<file path="src/rtl/core/cmas_pkg.sv">
`timescale 1ns / 1ps
// Shared types and constants for the centered moving average smoother.
// No dependencies; every other file of the block uses this package.
package cmas_pkg;

  localparam int unsigned SampleW      = 8;   // record sample and result width
  localparam int unsigned PtsW         = 5;   // smoothing_points register width
  localparam int unsigned CfgIdxW      = 2;   // configuration register index width
  localparam int unsigned CfgDataW     = 5;   // configuration write data width
  localparam int unsigned MaxSmoothing = 16;  // default upper bound on N

  typedef enum logic [CfgIdxW-1:0] {
    RegPoints = 2'd0,
    RegEnable = 2'd1
  } cfg_reg_e;

endpackage

</file>
<file path="src/rtl/core/cmas_in_if.sv">
`timescale 1ns / 1ps
// Sample input channel: valid/ready handshake carrying one record sample.
// Depends on cmas_pkg for the sample width.
interface cmas_in_if;
  logic                         valid;
  logic                         ready;
  logic [cmas_pkg::SampleW-1:0] sample;
  logic                         end_of_record;

  modport source(output valid, sample, end_of_record, input ready);
  modport sink(input valid, sample, end_of_record, output ready);
endinterface

</file>
<file path="src/rtl/core/cmas_out_if.sv">
`timescale 1ns / 1ps
// Result output channel: valid/ready handshake carrying one smoothed point.
// Depends on cmas_pkg for the sample width.
interface cmas_out_if;
  logic                         valid;
  logic                         ready;
  logic [cmas_pkg::SampleW-1:0] smoothed;
  logic                         last_out;

  modport source(output valid, smoothed, last_out, input ready);
  modport sink(input valid, smoothed, last_out, output ready);
endinterface

</file>
<file path="src/rtl/core/cmas_cfg_if.sv">
`timescale 1ns / 1ps
// Configuration write channel: valid/ready handshake with register index and data.
// Depends on cmas_pkg for the index and data widths.
interface cmas_cfg_if;
  logic                          valid;
  logic                          ready;
  logic [cmas_pkg::CfgIdxW-1:0]  index;
  logic [cmas_pkg::CfgDataW-1:0] data;

  modport source(output valid, index, data, input ready);
  modport sink(input valid, index, data, output ready);
endinterface

</file>
<file path="src/rtl/core/cmas_hist_mem.sv">
`timescale 1ns / 1ps
// Sample history ring: one write port, one read port, registered read data.
// Depends on cmas_pkg for the sample width.
module cmas_hist_mem #(
  parameter int unsigned MAX_SMOOTHING = cmas_pkg::MaxSmoothing,
  localparam int unsigned Depth = MAX_SMOOTHING + 1,
  localparam int unsigned PtrW  = $clog2(Depth)
) (
  input  logic                         clk_i,
  input  logic                         we_i,
  input  logic [PtrW-1:0]              waddr_i,
  input  logic [cmas_pkg::SampleW-1:0] wdata_i,
  input  logic                         re_i,
  input  logic [PtrW-1:0]              raddr_i,
  output logic [cmas_pkg::SampleW-1:0] rdata_o
);
  import cmas_pkg::*;

  logic [SampleW-1:0] mem_q [Depth];
  logic [SampleW-1:0] rdata_q;

  always_ff @(posedge clk_i) begin
    if (we_i) begin
      mem_q[waddr_i] <= wdata_i;
    end
  end

  always_ff @(posedge clk_i) begin
    if (re_i) begin
      rdata_q <= mem_q[raddr_i];
    end
  end

  assign rdata_o = rdata_q;

endmodule

</file>
<file path="src/rtl/core/cmas_div.sv">
`timescale 1ns / 1ps
// Bit-serial restoring divider: window sum over sample count, one quotient bit a cycle.
// Depends on cmas_pkg for the sample width.
module cmas_div #(
  parameter int unsigned MAX_SMOOTHING = cmas_pkg::MaxSmoothing,
  localparam int unsigned CntW  = $clog2(MAX_SMOOTHING + 2),
  localparam int unsigned SumW  = cmas_pkg::SampleW + CntW,
  localparam int unsigned StepW = $clog2(SumW + 1)
) (
  input  logic                         clk_i,
  input  logic                         rst_ni,
  input  logic                         start_i,
  input  logic [SumW-1:0]              dividend_i,
  input  logic [CntW-1:0]              divisor_i,
  output logic                         done_o,
  output logic [cmas_pkg::SampleW-1:0] quot_o
);
  import cmas_pkg::*;

  logic             busy_q, busy_d;
  logic             done_q, done_d;
  logic [StepW-1:0] step_q, step_d;
  logic [CntW-1:0]  rem_q, rem_d;
  logic [SumW-1:0]  quo_q, quo_d;
  logic [CntW-1:0]  dsr_q, dsr_d;
  logic [CntW:0]    trial;

  assign trial = {rem_q, quo_q[SumW-1]};

  always_comb begin
    busy_d = busy_q;
    done_d = 1'b0;
    step_d = step_q;
    rem_d  = rem_q;
    quo_d  = quo_q;
    dsr_d  = dsr_q;
    if (start_i) begin
      busy_d = 1'b1;
      step_d = '0;
      rem_d  = '0;
      quo_d  = dividend_i;
      dsr_d  = divisor_i;
    end else if (busy_q) begin
      if (trial >= {1'b0, dsr_q}) begin
        rem_d = CntW'(trial - {1'b0, dsr_q});
        quo_d = {quo_q[SumW-2:0], 1'b1};
      end else begin
        rem_d = trial[CntW-1:0];
        quo_d = {quo_q[SumW-2:0], 1'b0};
      end
      step_d = step_q + StepW'(1);
      if (step_q == StepW'(SumW - 1)) begin
        busy_d = 1'b0;
        done_d = 1'b1;
      end
    end
  end

  always_ff @(posedge clk_i or negedge rst_ni) begin
    if (!rst_ni) begin
      busy_q <= 1'b0;
      done_q <= 1'b0;
      step_q <= '0;
    end else begin
      busy_q <= busy_d;
      done_q <= done_d;
      step_q <= step_d;
    end
  end

  always_ff @(posedge clk_i) begin
    rem_q <= rem_d;
    quo_q <= quo_d;
    dsr_q <= dsr_d;
  end

  // Average never exceeds one sample; keep the low byte.
  assign quot_o = quo_q[SampleW-1:0];
  assign done_o = done_q;

endmodule

</file>
<file path="src/rtl/core/cmas_ctrl.sv">
`timescale 1ns / 1ps
// Point sequencer: writes samples to the history ring, reads each window term by
// term, accumulates sum and count and hands them to the divider. Uses cmas_pkg.
module cmas_ctrl #(
  parameter int unsigned MAX_SMOOTHING = cmas_pkg::MaxSmoothing,
  localparam int unsigned Depth = MAX_SMOOTHING + 1,
  localparam int unsigned PtrW  = $clog2(Depth),
  localparam int unsigned CntW  = $clog2(MAX_SMOOTHING + 2),
  localparam int unsigned SumW  = cmas_pkg::SampleW + CntW,
  localparam int unsigned HW    = $clog2(MAX_SMOOTHING / 2 + 1)
) (
  input  logic                         clk_i,
  input  logic                         rst_ni,
  input  logic                         in_valid_i,
  output logic                         in_ready_o,
  input  logic [cmas_pkg::SampleW-1:0] sample_i,
  input  logic                         eor_i,
  input  logic [cmas_pkg::PtsW-1:0]    pts_i,
  input  logic                         en_i,
  output logic                         res_valid_o,
  input  logic                         res_ready_i,
  output logic [cmas_pkg::SampleW-1:0] res_smoothed_o,
  output logic                         res_last_o,
  output logic                         mem_we_o,
  output logic [PtrW-1:0]              mem_waddr_o,
  output logic [cmas_pkg::SampleW-1:0] mem_wdata_o,
  output logic                         mem_re_o,
  output logic [PtrW-1:0]              mem_raddr_o,
  input  logic [cmas_pkg::SampleW-1:0] mem_rdata_i,
  output logic                         div_start_o,
  output logic [SumW-1:0]              div_dividend_o,
  output logic [CntW-1:0]              div_divisor_o,
  input  logic                         div_done_i,
  input  logic [cmas_pkg::SampleW-1:0] div_quot_i
);
  import cmas_pkg::*;

  localparam logic [2:0] StIdle    = 3'd0;
  localparam logic [2:0] StPass    = 3'd1;
  localparam logic [2:0] StSum     = 3'd2;
  localparam logic [2:0] StWait    = 3'd3;
  localparam logic [2:0] StDivGo   = 3'd4;
  localparam logic [2:0] StDivWait = 3'd5;
  localparam logic [2:0] StEmit    = 3'd6;

  logic [2:0]         state_q, state_d;
  logic [PtrW-1:0]    wp_q, wp_d;
  logic [CntW-1:0]    seen_q, seen_d;
  logic [PtrW-1:0]    newest_q, newest_d;
  logic [CntW-1:0]    n_q, n_d;
  logic [HW-1:0]      h_q, h_d;
  logic [HW-1:0]      j_q, j_d;
  logic               odd_q, odd_d;
  logic               last_q, last_d;
  logic [SampleW-1:0] sample_q, sample_d;
  logic [CntW-1:0]    t_q, t_d;
  logic [SumW-1:0]    sum_q, sum_d;
  logic [CntW-1:0]    cnt_q, cnt_d;
  logic               rd_pend_q, rd_inc_q;

  // Per-item decode of the live settings.
  logic [CntW-1:0] npts_eff;
  logic            pass_mode;
  logic [HW-1:0]   h_new;
  logic [CntW-1:0] n_new;
  logic            accept;

  // Term decode for the current window read.
  logic [CntW-1:0] jw, hw, d, lag, t_last;
  logic            term_inc, pair_ok;
  logic [CntW:0]   addr_wide;

  assign accept = in_valid_i && (state_q == StIdle);

  always_comb begin
    if (32'(pts_i) > MAX_SMOOTHING) begin
      npts_eff = CntW'(MAX_SMOOTHING);
    end else begin
      npts_eff = CntW'(pts_i);
    end
    pass_mode = !en_i || (npts_eff < CntW'(2));
    h_new     = HW'(npts_eff >> 1);
    n_new     = (seen_q < CntW'(Depth)) ? seen_q + CntW'(1) : seen_q;
  end

  // Term t of point j: t=0 is the sample itself, odd/even t in 1..2H are the
  // pair at distance (t+1)/2, t=2H+1 is the extra leading sample for odd N.
  always_comb begin
    jw      = CntW'(j_q);
    hw      = CntW'(h_q);
    d       = (t_q >> 1) + CntW'(t_q[0]);
    t_last  = (hw << 1) + CntW'(1);
    pair_ok = (d <= jw) && ((jw + d) <= (n_q - CntW'(1)));
    term_inc = 1'b0;
    lag      = '0;
    if (t_q == '0) begin
      term_inc = 1'b1;
      lag      = jw;
    end else if (t_q == t_last) begin
      term_inc = odd_q && (jw >= hw);
      lag      = term_inc ? jw - hw : '0;
    end else begin
      term_inc = pair_ok;
      if (pair_ok) begin
        lag = t_q[0] ? jw - d : jw + d;
      end
    end
    if (lag <= CntW'(newest_q)) begin
      addr_wide = {1'b0, CntW'(newest_q) - lag};
    end else begin
      addr_wide = (CntW + 1)'(newest_q) + (CntW + 1)'(Depth) - {1'b0, lag};
    end
  end

  always_comb begin
    state_d  = state_q;
    wp_d     = wp_q;
    seen_d   = seen_q;
    newest_d = newest_q;
    n_d      = n_q;
    h_d      = h_q;
    j_d      = j_q;
    odd_d    = odd_q;
    last_d   = last_q;
    sample_d = sample_q;
    t_d      = t_q;
    sum_d    = sum_q;
    cnt_d    = cnt_q;

    // Fold in the sample read in the previous cycle.
    if (rd_pend_q && rd_inc_q) begin
      sum_d = sum_q + SumW'(mem_rdata_i);
    end

    unique case (state_q)
      StIdle: begin
        if (accept) begin
          newest_d = wp_q;
          n_d      = n_new;
          h_d      = h_new;
          odd_d    = npts_eff[0];
          last_d   = eor_i;
          sample_d = sample_i;
          t_d      = '0;
          sum_d    = '0;
          cnt_d    = '0;
          if (eor_i) begin
            wp_d   = '0;
            seen_d = '0;
          end else begin
            wp_d   = (wp_q == PtrW'(Depth - 1)) ? '0 : wp_q + PtrW'(1);
            seen_d = n_new;
          end
          if (pass_mode) begin
            state_d = StPass;
          end else if (eor_i) begin
            // Flush every pending point, oldest first.
            j_d     = ((n_new - CntW'(1)) < CntW'(h_new)) ? HW'(n_new - CntW'(1)) : h_new;
            state_d = StSum;
          end else if (n_new > CntW'(h_new)) begin
            j_d     = h_new;
            state_d = StSum;
          end
        end
      end
      StPass: begin
        if (res_ready_i) begin
          state_d = StIdle;
        end
      end
      StSum: begin
        if (term_inc) begin
          cnt_d = cnt_q + CntW'(1);
        end
        t_d = t_q + CntW'(1);
        if (t_q == t_last) begin
          state_d = StWait;
        end
      end
      StWait: begin
        state_d = StDivGo;
      end
      StDivGo: begin
        state_d = StDivWait;
      end
      StDivWait: begin
        if (div_done_i) begin
          state_d = StEmit;
        end
      end
      StEmit: begin
        if (res_ready_i) begin
          if (last_q && (j_q != '0)) begin
            j_d     = j_q - HW'(1);
            t_d     = '0;
            sum_d   = '0;
            cnt_d   = '0;
            state_d = StSum;
          end else begin
            state_d = StIdle;
          end
        end
      end
      default: begin
        state_d = StIdle;
      end
    endcase
  end

  always_ff @(posedge clk_i or negedge rst_ni) begin
    if (!rst_ni) begin
      state_q   <= StIdle;
      wp_q      <= '0;
      seen_q    <= '0;
      rd_pend_q <= 1'b0;
    end else begin
      state_q   <= state_d;
      wp_q      <= wp_d;
      seen_q    <= seen_d;
      rd_pend_q <= (state_q == StSum);
    end
  end

  always_ff @(posedge clk_i) begin
    newest_q <= newest_d;
    n_q      <= n_d;
    h_q      <= h_d;
    j_q      <= j_d;
    odd_q    <= odd_d;
    last_q   <= last_d;
    sample_q <= sample_d;
    t_q      <= t_d;
    sum_q    <= sum_d;
    cnt_q    <= cnt_d;
    rd_inc_q <= term_inc;
  end

  assign in_ready_o = (state_q == StIdle);

  // The write lands at the accept edge; reads start in the following cycle, so no
  // read ever overlaps a write to the same slot.
  assign mem_we_o    = accept;
  assign mem_waddr_o = wp_q;
  assign mem_wdata_o = sample_i;
  assign mem_re_o    = (state_q == StSum);
  assign mem_raddr_o = PtrW'(addr_wide);

  assign div_start_o    = (state_q == StDivGo);
  assign div_dividend_o = sum_q;
  assign div_divisor_o  = cnt_q;

  assign res_valid_o    = (state_q == StPass) || (state_q == StEmit);
  assign res_smoothed_o = (state_q == StPass) ? sample_q : div_quot_i;
  assign res_last_o     = (state_q == StPass) ? last_q : (last_q && (j_q == '0));

endmodule

</file>
<file path="src/rtl/core/centered_moving_average_smoother_top.sv">
`timescale 1ns / 1ps
// Centered moving average smoother, top level. A smoothed point takes one history
// read per window term, then a bit-serial divide of the SumW-bit window sum (SumW =
// 8 + clog2(MAX_SMOOTHING+2), 13 by default). A non-final item gives at most one
// point; the final item flushes up to H+1 points back to back. Reset clears
// control and settings (N = 1, smoothing off); the history memory needs no
// clearing, only current-record slots are read.
module centered_moving_average_smoother_top #(
  parameter int unsigned MAX_SMOOTHING = cmas_pkg::MaxSmoothing
) (
  input  logic       clk_i,
  input  logic       rst_ni,
  cmas_in_if.sink    smp_i,
  cmas_out_if.source res_o,
  cmas_cfg_if.sink   cfg_i
);
  import cmas_pkg::*;

  localparam int unsigned Depth = MAX_SMOOTHING + 1;
  localparam int unsigned PtrW  = $clog2(Depth);
  localparam int unsigned CntW  = $clog2(MAX_SMOOTHING + 2);
  localparam int unsigned SumW  = SampleW + CntW;

  // Settings registers.
  logic [PtsW-1:0] pts_q;
  logic            en_q;

  // Sequencer result beat into the output register.
  logic               res_valid, res_ready, res_last;
  logic [SampleW-1:0] res_smoothed;

  // Output register.
  logic               out_valid_q;
  logic [SampleW-1:0] out_smoothed_q;
  logic               out_last_q;

  // History memory port.
  logic               mem_we, mem_re;
  logic [PtrW-1:0]    mem_waddr, mem_raddr;
  logic [SampleW-1:0] mem_wdata, mem_rdata;

  // Divider port.
  logic               div_start, div_done;
  logic [SumW-1:0]    div_dividend;
  logic [CntW-1:0]    div_divisor;
  logic [SampleW-1:0] div_quot;

  // Configuration: always ready; the user sends writes only while the block is idle,
  // which the block does not enforce. Drop writes to indexes outside the register list.
  assign cfg_i.ready = 1'b1;

  always_ff @(posedge clk_i or negedge rst_ni) begin
    if (!rst_ni) begin
      pts_q <= PtsW'(1);
      en_q  <= 1'b0;
    end else if (cfg_i.valid) begin
      unique case (cfg_i.index)
        RegPoints: pts_q <= cfg_i.data[PtsW-1:0];
        RegEnable: en_q  <= cfg_i.data[0];
        default: ;
      endcase
    end
  end

  cmas_ctrl #(
    .MAX_SMOOTHING(MAX_SMOOTHING)
  ) u_ctrl (
    .clk_i         (clk_i),
    .rst_ni        (rst_ni),
    .in_valid_i    (smp_i.valid),
    .in_ready_o    (smp_i.ready),
    .sample_i      (smp_i.sample),
    .eor_i         (smp_i.end_of_record),
    .pts_i         (pts_q),
    .en_i          (en_q),
    .res_valid_o   (res_valid),
    .res_ready_i   (res_ready),
    .res_smoothed_o(res_smoothed),
    .res_last_o    (res_last),
    .mem_we_o      (mem_we),
    .mem_waddr_o   (mem_waddr),
    .mem_wdata_o   (mem_wdata),
    .mem_re_o      (mem_re),
    .mem_raddr_o   (mem_raddr),
    .mem_rdata_i   (mem_rdata),
    .div_start_o   (div_start),
    .div_dividend_o(div_dividend),
    .div_divisor_o (div_divisor),
    .div_done_i    (div_done),
    .div_quot_i    (div_quot)
  );

  cmas_hist_mem #(
    .MAX_SMOOTHING(MAX_SMOOTHING)
  ) u_hist_mem (
    .clk_i  (clk_i),
    .we_i   (mem_we),
    .waddr_i(mem_waddr),
    .wdata_i(mem_wdata),
    .re_i   (mem_re),
    .raddr_i(mem_raddr),
    .rdata_o(mem_rdata)
  );

  cmas_div #(
    .MAX_SMOOTHING(MAX_SMOOTHING)
  ) u_div (
    .clk_i     (clk_i),
    .rst_ni    (rst_ni),
    .start_i   (div_start),
    .dividend_i(div_dividend),
    .divisor_i (div_divisor),
    .done_o    (div_done),
    .quot_o    (div_quot)
  );

  // Output register: load a new beat when empty or when the held one leaves,
  // so the sequencer can take the next sample while a result waits.
  assign res_ready = !out_valid_q || res_o.ready;

  always_ff @(posedge clk_i or negedge rst_ni) begin
    if (!rst_ni) begin
      out_valid_q <= 1'b0;
    end else if (res_ready) begin
      out_valid_q <= res_valid;
    end
  end

  always_ff @(posedge clk_i) begin
    if (res_valid && res_ready) begin
      out_smoothed_q <= res_smoothed;
      out_last_q     <= res_last;
    end
  end

  assign res_o.valid    = out_valid_q;
  assign res_o.smoothed = out_smoothed_q;
  assign res_o.last_out = out_last_q;

`ifndef SYNTHESIS
  // The sequencer never presents a point while it can take a sample.
  assert property (@(posedge clk_i) disable iff (!rst_ni)
    res_valid |-> !smp_i.ready)
    else $error("sequencer ready while presenting a point");

  // A point blocked by a full output register holds until taken.
  assert property (@(posedge clk_i) disable iff (!rst_ni)
    res_valid && !res_ready |=> res_valid && $stable(res_smoothed) && $stable(res_last))
    else $error("stalled point changed");

  // A start and a finish of the divider never coincide.
  assert property (@(posedge clk_i) disable iff (!rst_ni)
    div_start |-> !div_done)
    else $error("divider restarted while finishing");
`endif

endmodule
</file>
<file path="src/flat_wrapper.sv">
// flat-port wrapper written by rule: the top's interface ports become plain ports
module centered_moving_average_smoother_top_flat import cmas_pkg::*;
#(
  parameter int unsigned MAX_SMOOTHING = cmas_pkg::MaxSmoothing
)
  (clk_i, rst_ni, smp_i_valid, smp_i_sample, smp_i_end_of_record, smp_i_ready, res_o_valid, res_o_smoothed, res_o_last_out, res_o_ready, cfg_i_valid, cfg_i_index, cfg_i_data, cfg_i_ready);
  cmas_in_if smp_i_i ();
  cmas_out_if res_o_i ();
  cmas_cfg_if cfg_i_i ();
  input  logic clk_i;
  input  logic rst_ni;
  input wire logic [$bits(smp_i_i.valid)-1:0] smp_i_valid;
  input wire logic [$bits(smp_i_i.sample)-1:0] smp_i_sample;
  input wire logic [$bits(smp_i_i.end_of_record)-1:0] smp_i_end_of_record;
  output wire logic [$bits(smp_i_i.ready)-1:0] smp_i_ready;
  output wire logic [$bits(res_o_i.valid)-1:0] res_o_valid;
  output wire logic [$bits(res_o_i.smoothed)-1:0] res_o_smoothed;
  output wire logic [$bits(res_o_i.last_out)-1:0] res_o_last_out;
  input wire logic [$bits(res_o_i.ready)-1:0] res_o_ready;
  input wire logic [$bits(cfg_i_i.valid)-1:0] cfg_i_valid;
  input wire logic [$bits(cfg_i_i.index)-1:0] cfg_i_index;
  input wire logic [$bits(cfg_i_i.data)-1:0] cfg_i_data;
  output wire logic [$bits(cfg_i_i.ready)-1:0] cfg_i_ready;
  assign smp_i_i.valid = smp_i_valid;
  assign smp_i_i.sample = smp_i_sample;
  assign smp_i_i.end_of_record = smp_i_end_of_record;
  assign smp_i_ready = smp_i_i.ready;
  assign res_o_valid = res_o_i.valid;
  assign res_o_smoothed = res_o_i.smoothed;
  assign res_o_last_out = res_o_i.last_out;
  assign res_o_i.ready = res_o_ready;
  assign cfg_i_i.valid = cfg_i_valid;
  assign cfg_i_i.index = cfg_i_index;
  assign cfg_i_i.data = cfg_i_data;
  assign cfg_i_ready = cfg_i_i.ready;
  centered_moving_average_smoother_top #(.MAX_SMOOTHING(MAX_SMOOTHING)) u_core (.clk_i(clk_i), .rst_ni(rst_ni), .smp_i(smp_i_i), .res_o(res_o_i), .cfg_i(cfg_i_i));
endmodule
</file>
<file path="config.mk">
export PLATFORM = sky130hd
export DESIGN_NAME = centered_moving_average_smoother_top_flat
export DESIGN_NICKNAME = d
export VERILOG_FILES = /design/src/rtl/core/cmas_pkg.sv /design/src/rtl/core/cmas_in_if.sv /design/src/rtl/core/cmas_out_if.sv /design/src/rtl/core/cmas_cfg_if.sv /design/src/rtl/core/cmas_hist_mem.sv /design/src/rtl/core/cmas_div.sv /design/src/rtl/core/cmas_ctrl.sv /design/src/rtl/core/centered_moving_average_smoother_top.sv /design/src/flat_wrapper.sv
export SDC_FILE = /design/constraint.sdc
export NUM_CORES = 1
export LEC_CHECK = 0
export ABC_AREA = 1
export BUFFER_PORTS_ARGS = -buffer_cell sky130_fd_sc_hd__buf_2
export CAP_MARGIN = 0
export CORE_UTILIZATION = 28
export DETAILED_ROUTE_END_ITERATION = 7
export SLEW_MARGIN = 20
export SYNTH_ARGS = -nofsm -noshare
export SYNTH_HDL_FRONTEND = slang
export SYNTH_SLANG_ARGS = --single-unit
</file>
<file path="constraint.sdc">
create_clock -name clk_i -period 5.7 [get_ports clk_i]
set_input_delay 0.285 -clock clk_i [delete_from_list [all_inputs] [get_ports clk_i]]
set_output_delay 0.285 -clock clk_i [all_outputs]
set_load 0.03 [all_outputs]
</file>
==> results of run 1 <==
layout by cell type, fill, tap and decap left out, drive strengths merged, types with 3 or more instances in the layout:
cell         netlist  routed
clkinv             3      12
edfxtp           209     209
inv              252     255
clkinvlp           0       3
clkbuf            11      34
nor2              76      76
ha                64      64
a21oi             50      50
nor4               4       4
dlygate4sd3        0       5
o211ai             7       7
dfrtp             26      26
a211oi             4       4
xor2              12      12
nand4             10      10
fa                 9       9
nand3b             4       4
nor3              13      13
nand3            199     199
buf               22      47
nand2            252     252
a31oi              5       5
o22ai             11      11
mux2               8       8
xnor2             13      13
o21ai             65      65
dfxtp             19      19
per-layer routing:
layer  global-route usage (%)  vias up
li1                         -     4630
met1                    17.24     4402
met2                    20.93      218
met3                    1.503       46
met4                    4.406        0
met5                        0        -
path summary, 6_finish.rpt:
path                                                startpoint                      endpoint  slack [ps]
worst max-delay path                      u_core.u_ctrl.t_q[0]  u_core.u_hist_mem.rdata_o[7]         390
min in group asynchronous                               rst_ni               u_core.pts_q[4]         330
max in group asynchronous                               rst_ni        u_core.u_div.step_q[0]        4920
worst max register to register            u_core.u_ctrl.t_q[0]  u_core.u_hist_mem.rdata_o[7]         390
worst min-delay path                             cfg_i_data[4]               u_core.pts_q[4]          10
worst min register to register  u_core.u_ctrl.div_divisor_o[4]         u_core.u_div.dsr_q[4]         450
repair_timing:
action | in CTS | in global routing
setup endpoints to repair | 0 | 8
endpoints found under the hold margin | 30 | 1
hold buffers | 4 | 1
buffers inserted | 0 | 4
gates resized for setup | 0 | 22
Yosys cell counts (2+ instances only):
master / n
nand4_1: 10
nand3_1: 198
xnor2_1: 13
dfxtp_1: 19
a211oi_1: 4
or2_2: 2
o211ai_1: 7
nand2_4: 2
inv_1: 249
fa_1: 9
nand2_1: 247
nand2_2: 2
nor4_1: 4
buf_6: 5
mux2_2: 8
clkbuf_1: 11
nor3_1: 12
buf_2: 16
nand3b_1: 4
dfrtp_1: 26
o21ai_0: 60
nor2_1: 73
ha_1: 64
o22ai_1: 11
xor2_1: 12
clkinv_1: 3
edfxtp_1: 209
a21oi_1: 50
o21ai_2: 2
o21ai_1: 3
nor2_2: 2
a31oi_1: 5
inv_2: 3
registers in the layout (all words and copies together), names as in the netlist, 5 cells and up:
name and count:
u_core.u_ctrl.sample_q 8, u_core.u_div.rem_q 5, u_core.pts_q 5, u_core.u_hist_mem.rdata_o 8
u_core.u_ctrl.seen_q 5, u_core.u_hist_mem.mem_q 136, u_core.u_ctrl.div_dividend_o 13, u_core.u_ctrl.mem_waddr_o 5
u_core.u_div.dsr_q 5, u_core.u_div.quo_q 13, u_core.u_ctrl.n_q 5, u_core.res_o.smoothed 8
u_core.u_ctrl.newest_q 5, u_core.u_ctrl.div_divisor_o 5, u_core.u_ctrl.t_q 5
metrics by stage:
step	TNS [ps]	hold WS [ps]	util, %	setup slack, ps
2_1_floorplan	0	-10.59	-	553.2
3_3_place_gp	0	353.0	30.47	222.6
3_5_place_dp	0	355.3	30.49	101.7
4_1_cts	0	2.333	32.46	72.57
5_1_grt	-18.64	38.03	32.79	-10.32
6_report	0	11.16	32.79	385.7
critical path, delay by kind of cell, from the launching register on:
family	cells	cell delay [ps]
flip-flops	1	490
AND/OR/NAND/NOR	11	1070
adder cells (fa/ha/maj)	7	2110
AO/OA/AOI/OAI	5	730
XOR/XNOR	1	150
buffers and inverters	6	520
layout make-up:
type	count	share of cell area, %
Clock buffer	33	4.718
Clock inverter	17	1.000
Inverter	255	6.393
Sequential cell	255	48.85
Multi-Input combinational cell	817	31.29
Tap cell	600	5.001
Timing Repair Buffer	53	2.742
logic make-up (layout without fill, tap and decap cells):
kind of cell | after synthesis | in the layout | share of synthesized area [%]
fa+ha+maj | 73 | 73 | 7.499
simple gates | 562 | 562 | 19.07
flops | 255 | 255 | 56.06
other cells | 1 | 1 | 0.02867
mux | 9 | 9 | 0.7652
buf+inv | 288 | 358 | 8.733
xor+xnor | 25 | 25 | 1.674
compound gates | 147 | 147 | 6.169
==> flow_metrics.env, run 1 <==
export IMPL_yosys_warnings=0
export IMPL_wl_met1_mm=13.93
export IMPL_grt_pass1_vias=8794
export IMPL_regArea_sq_um=7333
export IMPL_synth_main_ff_cell="edfxtp_1"
export IMPL_crit_type="flop to flop"
export IMPL_grt_pass1_wl_mm=47.73
export IMPL_max_stage_delay_ps=490
export IMPL_drive_above_1_share_pct=9.021
export IMPL_synthCells=1360
export IMPL_yosys_cell_types_count=48
export IMPL_yosysSeqAreaShare_pct=56.06
export IMPL_wl_mm=30.53
export IMPL_yosysTopAreaCell="edfxtp_1"
export IMPL_drc=0
export IMPL_multi_input_area_sq_um=4697
export IMPL_startpoint_type="flop"
export IMPL_grt_overflow=0
export IMPL_hp_class="input pin to flop"
export IMPL_required_ps=6010
export IMPL_path_max_fanout=8
export IMPL_cpMostUsedCell="nand2_1"
export IMPL_period_share_pct=93.23
export IMPL_async_flop_share_pct=10.59
export IMPL_cts_tree="built"
export IMPL_clockRootBuffer="clkbuf_16"
export IMPL_placementRows=78
export IMPL_clk_pin_slew_worst_paths_ps=70
export IMPL_vias_per_cell=4.579
export IMPL_vias=9296
export IMPL_ys_ff_latch=255
export IMPL_endpoint_kind="flop"
export IMPL_dp_final_hpwl_mm=21.06
export IMPL_postRouteAntennaNets=0
export IMPL_holdPathStages=3
export IMPL_fin_cells=2030
export IMPL_fp_dieArea_sq_um=47590
export IMPL_cts_buffer_depth=3
export IMPL_io_pins=33
export IMPL_antenna_found_initial=0
export IMPL_dr_wl_met3_mm=1.406
export IMPL_clk_latency_ps=550
export IMPL_dp_cells=1970
export IMPL_r2r_worst_path_cells=30
export IMPL_setup_violations=0
export IMPL_diodes=0
export IMPL_synth_edff_count=209
export IMPL_port_buffers=31
export IMPL_clock_sinks=255
export IMPL_ys_top_cells_by_area="edfxtp_1, nand3_1, inv_1, nand2_1, ha_1"
export IMPL_cp_arrival_ps=5630
export IMPL_top_layer="met4"
export IMPL_htreeDepth=1
export IMPL_syn_area_sq_um=13080
export IMPL_drt_pass1_iter_count=5
export IMPL_wire_per_inst_um=15.04
export IMPL_cts_buffers_inserted=27
export IMPL_fin_worst_skew_ps=14.36
export IMPL_stdcell_area_sq_um=15010
export IMPL_worst_pin_slew_ps=872.9
export IMPL_nets=1503
export IMPL_max_freq_mhz=188.2
export IMPL_hold_viol=0
export IMPL_grt_max_degree=57
export IMPL_post_route_min_period_ps=5314
export IMPL_drt_iter0_drc=714
export IMPL_track_usage_pct=12.72
export IMPL_area_delta_synth_final_pct=14.75
export IMPL_crit_slowest_cell="edfxtp_1"
export IMPL_n_fill_cell=4642
export IMPL_synth_top_area_share_pct=47.98
export IMPL_slew_headroom_pct=41.59
export IMPL_maxCapViolCount=0
export IMPL_gp_congestion=0.8849
export IMPL_initial_utilization_pct=28.58
export IMPL_met2WireLength_mm=14.44
export IMPL_outcome="complete, no violations"
export IMPL_syn_avg_cell_area_sq_um=9.619
export IMPL_slew_violations=0
export IMPL_die_h_um=218.1
export IMPL_core_area_sq_um=45770
export IMPL_die_w_um=218.1
export IMPL_place_area_sq_um=13960
export IMPL_synth_fp_nets=1454
Power of run 1 is not shown: default switching activity piles up to over one toggle a cycle in this logic, so the estimate is an artifact.
==> run 2: changes to the inputs <==
--- a/config.mk
+++ b/config.mk
@@ -6,10 +6,10 @@
 export NUM_CORES = 1
 export LEC_CHECK = 0
 export ABC_AREA = 1
-export BUFFER_PORTS_ARGS = -buffer_cell sky130_fd_sc_hd__buf_2
 export CAP_MARGIN = 0
 export CORE_UTILIZATION = 28
 export DETAILED_ROUTE_END_ITERATION = 7
+export DONT_BUFFER_PORTS = 1
 export SLEW_MARGIN = 20
 export SYNTH_ARGS = -nofsm -noshare
 export SYNTH_HDL_FRONTEND = slang
==> run 2 against run 1 <==
Compared with the run above: global-route usage up 0.15 points; setup slack better by 10 ps; non-clock buffer count down 21; clock-buffer cell count down 3; routed wire length up 0.98%; register-to-register slack about the same; die area unchanged; via count up 0.17%; sequential share of layout area down 0.098 points; largest cell class unchanged.
==> flow_metrics.env, run 2 (synthesis gave the netlist of run 1 again) <==
export IMPL_maxCapViolCount=0
export IMPL_drt_iter0_drc=741
export IMPL_vias_per_cell=4.628
export IMPL_die_w_um=218.1
export IMPL_die_h_um=218.1
export IMPL_nets=1483
export IMPL_htreeDepth=1
export IMPL_grt_pass1_vias=8919
export IMPL_clock_sinks=255
export IMPL_final_common_cell="inv_1"
export IMPL_clockRootBuffer="clkbuf_16"
export IMPL_crit_type="flop to flop"
export IMPL_dp_final_hpwl_mm=21.09
export IMPL_initial_utilization_pct=28.58
export IMPL_hp_class="input pin to flop"
export IMPL_gp_congestion=0.8909
export IMPL_r2r_end="u_core.u_hist_mem.rdata_o[7]"
export IMPL_worst_pin_slew_ps=973.5
export IMPL_cts_buffer_depth=3
export IMPL_fin_worst_skew_ps=21.34
export IMPL_slew_violations=0
export IMPL_outcome="complete, no violations"
export IMPL_port_buffers=0
export IMPL_stdcell_area_sq_um=15040
export IMPL_wl_mm=30.83
export IMPL_drive_above_1_share_pct=7.092
export IMPL_place_area_sq_um=13770
export IMPL_wire_per_inst_um=15.33
export IMPL_clk_pin_slew_worst_paths_ps=60
export IMPL_n_fill_cell=4562
export IMPL_fin_cells=2012
export IMPL_placementRows=78
export IMPL_max_freq_mhz=188.5
export IMPL_max_stage_delay_ps=480
export IMPL_final_util_pct=32.86
export IMPL_holdPathStages=3
export IMPL_startpoint_type="flop"
export IMPL_period_share_pct=93.06
export IMPL_cpMostUsedCell="nand2_1"
export IMPL_grt_setup_unrepaired="no"
export IMPL_clk_latency_ps=550
export IMPL_r2r_worst_path_cells=31
export IMPL_hold_path_startpoint="smp_i_end_of_record"
export IMPL_final_setup_tns_ps=0
export IMPL_final_cell_mix="inv_1, nand2_1, edfxtp_1, nand3_1, nor2_1"
export IMPL_fp_dieArea_sq_um=47590
export IMPL_drt_pass1_iter_count=5
export IMPL_area_delta_synth_final_pct=14.98
export IMPL_reg2reg_setup_slack_ps=400
export IMPL_cp_num_buf_inv=5
export IMPL_io_pins=33
export IMPL_largest_register="u_core.u_hist_mem.mem_q"
export IMPL_dp_cells=1937
export IMPL_vias=9312
export IMPL_hold_viol=0
export IMPL_worst_path_stages=31
export IMPL_crit_slowest_cell="edfxtp_1"
export IMPL_cts_tree="built"
export IMPL_grt_pass1_wl_mm=48.64
export IMPL_drc=0
export IMPL_core_area_sq_um=45770
export IMPL_largest_reg_flops=136
export IMPL_regToRegStartpoint="u_core.u_ctrl.t_q[0]"
export IMPL_min_to="u_core.u_ctrl.mem_waddr_o[1]"
export IMPL_slew_headroom_pct=34.89
export IMPL_cp_arrival_ps=5610
export IMPL_path_max_fanout=8
export IMPL_post_route_min_period_ps=5304
export IMPL_setup_violations=0
export IMPL_crit_family="adder cells"
export IMPL_endpoint_kind="flop"
export IMPL_cts_buffers_inserted=28
export IMPL_grt_overflow=0
export IMPL_antenna_found_initial=2
export IMPL_postRouteAntennaNets=0
export IMPL_required_ps=6000
export IMPL_grt_max_degree=57
export IMPL_track_usage_pct=12.87
run 2: cell types whose count changed in the layout (fill, tap and decap cells not counted), sizes merged:
cell	change
buf	-33
bufinv	+2
clkbuf	-2
clkinv	+5
diode	+2
dlygate4sd3	+11
inv	-3
run 2: cell type report:
type,instances,area [sq um],area share [%]
antenna,2,5.005,0.03328
inverter,255,959.7,6.380
clock buffer,30,708.2,4.708
tap,600,750.7,4.991
sequential,255,7333,48.76
multi-input combinational,817,4679,31.11
timing repair buffer,32,381.6,2.537
clock inverter,21,222.7,1.481
run 2: layer usage:
metal  GRT usage, %  routed length, um  vias to the layer above  share of wire [%]
met3          1.990               1877                       47                6.1
li1               -                  -                     4592                  -
met5              0                  0                        -                  0
met2          21.47              14380                      264                 47
met4          3.566                633                        0                2.1
met1          17.23              13950                     4409                 45
run 2: worst max-delay path by stage:
| stage | end | from |
|---|---|---|
| finish | u_core.u_hist_mem.rdata_o[7] | u_core.u_ctrl.t_q[0] |
| global route | u_core.u_hist_mem.rdata_o[1] | u_core.u_ctrl.t_q[0] |
| CTS | u_core.u_hist_mem.rdata_o[3] | u_core.u_ctrl.t_q[0] |
| detailed placement | u_core.u_hist_mem.rdata_o[3] | u_core.u_ctrl.t_q[0] |
| global placement | u_core.u_hist_mem.rdata_o[1] | u_core.u_ctrl.t_q[0] |
| floorplan | u_core.u_hist_mem.rdata_o[5] | u_core.u_ctrl.t_q[0] |
run 2: tightest hold or removal path, delay by kind of cell:
| kind | cells | cell delay (ps) |
|---|---|---|
| AO/OA/AOI/OAI | 1 | 70 |
| buffers and inverters | 1 | 70 |
| AND/OR/NAND/NOR | 1 | 90 |
run 2: metrics by stage:
stage / hold WS [ps] / worst slack, ps
floorplan: -10.59 / 553.2
global placement: -8.000 / 183.7
detailed placement: -7.818 / 117.0
CTS: 7.413 / 88.09
global route: 27.74 / 18.26
finish: 45.20 / 395.7
run 2: what timing repair did:
item	4_1_cts	5_1_grt
hold buffers	18	0
hold endpoints to repair	178	0
endpoints found under the setup margin	0	8
setup buffers	0	2
gates resized for setup	0	23
Power of run 2 is left out for the same reason.
==> run 3: changes to the inputs <==
--- a/config.mk
+++ b/config.mk
@@ -10,6 +10,7 @@
 export CORE_UTILIZATION = 28
 export DETAILED_ROUTE_END_ITERATION = 7
 export DONT_BUFFER_PORTS = 1
+export REMOVE_ABC_BUFFERS = 1
 export SLEW_MARGIN = 20
 export SYNTH_ARGS = -nofsm -noshare
 export SYNTH_HDL_FRONTEND = slang
==> run 3 against run 2 <==
Compared with the run above: via count is essentially flat; largest cell class unchanged; critical path depth unchanged; sequential share of layout area is 0.12 points higher; register-to-register slack hardly changed; fmax increased by 0.28%.
==> flow_metrics.env, run 3 (synthesis gave the netlist of run 1 again) <==
export IMPL_clk_latency_ps=550
export IMPL_initial_utilization_pct=28.58
export IMPL_cts_buffer_depth=3
export IMPL_grt_overflow=0
export IMPL_slew_violations=0
export IMPL_n_fill_cell=4522
export IMPL_required_ps=6000
export IMPL_die_h_um=218.1
export IMPL_clockRootBuffer="clkbuf_16"
export IMPL_dp_final_hpwl_mm=21.24
export IMPL_final_util_pct=32.78
export IMPL_gp_congestion=0.8719
export IMPL_stdcell_area_sq_um=15000
export IMPL_fp_dieArea_sq_um=47590
export IMPL_regToRegStartpoint="u_core.u_ctrl.t_q[0]"
export IMPL_drt_pass1_iter_count=5
export IMPL_holdPathStages=3
export IMPL_cts_buffers_inserted=27
export IMPL_drc=0
export IMPL_reg2reg_setup_slack_ps=410
export IMPL_grt_max_degree=57
export IMPL_r2r_end="u_core.u_hist_mem.rdata_o[5]"
export IMPL_slew_headroom_pct=30.42
export IMPL_drive_above_1_share_pct=6.723
export IMPL_place_area_sq_um=13790
export IMPL_hold_path_startpoint="smp_i_end_of_record"
export IMPL_postRouteAntennaNets=0
export IMPL_startpoint_type="flop"
export IMPL_grt_pass1_vias=9027
export IMPL_grt_pass1_wl_mm=48.56
export IMPL_outcome="complete, no violations"
export IMPL_die_w_um=218.1
export IMPL_crit_start="u_core.u_ctrl.t_q[0]"
export IMPL_area_delta_synth_final_pct=14.70
export IMPL_maxCapViolCount=0
export IMPL_fin_cells=2015
export IMPL_max_freq_mhz=189.0
export IMPL_hold_viol=0
export IMPL_drt_iter0_drc=685
export IMPL_core_area_sq_um=45770
export IMPL_endpoint_kind="flop"
export IMPL_worst_pin_slew_ps=1040
export IMPL_wl_mm=31.00
export IMPL_clock_sinks=255
export IMPL_track_usage_pct=12.90
export IMPL_clk_pin_slew_worst_paths_ps=60
export IMPL_crit_slowest_cell="fa_1"
export IMPL_vias=9310
export IMPL_wire_per_inst_um=15.38
export IMPL_hp_class="input pin to flop"
export IMPL_dp_cells=1940
export IMPL_largest_register="u_core.u_hist_mem.mem_q"
export IMPL_fin_worst_skew_ps=8.026
export IMPL_io_pins=33
export IMPL_cts_tree="built"
export IMPL_min_to="u_core.u_ctrl.mem_waddr_o[1]"
export IMPL_nets=1487
export IMPL_cp_arrival_ps=5590
export IMPL_grt_setup_unrepaired="no"
export IMPL_max_stage_delay_ps=470
export IMPL_crit_type="flop to flop"
export IMPL_htreeDepth=1
export IMPL_largest_reg_flops=136
export IMPL_r2r_worst_path_cells=31
export IMPL_vias_per_cell=4.620
export IMPL_period_share_pct=92.80
export IMPL_port_buffers=0
export IMPL_post_route_min_period_ps=5290
export IMPL_antenna_found_initial=3
export IMPL_setup_violations=0
export IMPL_placementRows=78
export IMPL_path_max_fanout=8
export IMPL_final_cell_mix="inv_1, nand2_1, edfxtp_1, nand3_1, nor2_1"
export IMPL_final_common_cell="inv_1"
==> run 3: area by class of cell <==
| cell class | count | area (sq um) | share of cell area [%] |
|---|---|---|---|
| multi-input cells | 817 | 4661 | 31.06 |
| clock buffers | 37 | 743.2 | 4.953 |
| well taps | 600 | 750.7 | 5.003 |
| flip-flops and latches | 255 | 7333 | 48.87 |
| repair buffers | 37 | 405.4 | 2.702 |
| diodes | 2 | 5.005 | 0.03336 |
| clock inverters | 12 | 143.9 | 0.9590 |
| inverters | 255 | 962.2 | 6.413 |
==> run 3: repair_timing <==
action / CTS / global route
hold endpoints to repair: 179 / 0
endpoints found under the setup margin: 0 / 8
buffers inserted: 0 / 4
hold buffers: 19 / 0
resized for setup: 0 / 21
==> run 3: how the worst max path moves through the flow <==
stage                                        end  slack (ps)  cells past startpoint
global route        u_core.u_hist_mem.rdata_o[0]           8                     30
CTS                 u_core.u_hist_mem.rdata_o[5]          40                     30
detailed placement  u_core.u_hist_mem.rdata_o[5]          70                     30
floorplan           u_core.u_hist_mem.rdata_o[0]        -480                     29
global placement    u_core.u_hist_mem.rdata_o[7]         240                     30
finish              u_core.u_hist_mem.rdata_o[5]         410                     31
==> run 3: through the flow <==
stage / setup TNS, ps / setup WS, ps / hold WS, ps
2_1_floorplan: -3868 / -483.5 / -10.59
3_3_place_gp: 0 / 236.4 / -9.939
3_5_place_dp: 0 / 73.82 / -9.968
4_1_cts: 0 / 40.12 / 56.50
5_1_grt: 0 / 8.330 / 77.57
6_report: 0 / 410.4 / 59.47
==> run 3: critical path: cells and delay by family (launching register included) <==
| kind | cells | cell delay (ps) |
|---|---|---|
| compound gates | 7 | 900 |
| xor+xnor | 2 | 390 |
| fa+ha+maj | 6 | 1750 |
| buf+inv | 5 | 440 |
| flops | 1 | 460 |
| simple gates | 11 | 1080 |
==> run 3: per-layer routing <==
metal / global-route usage, % / vias to the layer above / wire [um] / share of wire (%)
li1: - / 4603 / - / -
met5: 0 / - / 0 / 0
met3: 1.976 / 50 / 1640 / 5.3
met4: 4.732 / 0 / 788 / 2.5
met1: 16.56 / 4439 / 13820 / 45
met2: 21.83 / 218 / 14750 / 48
Power of run 3 is left out for the same reason.
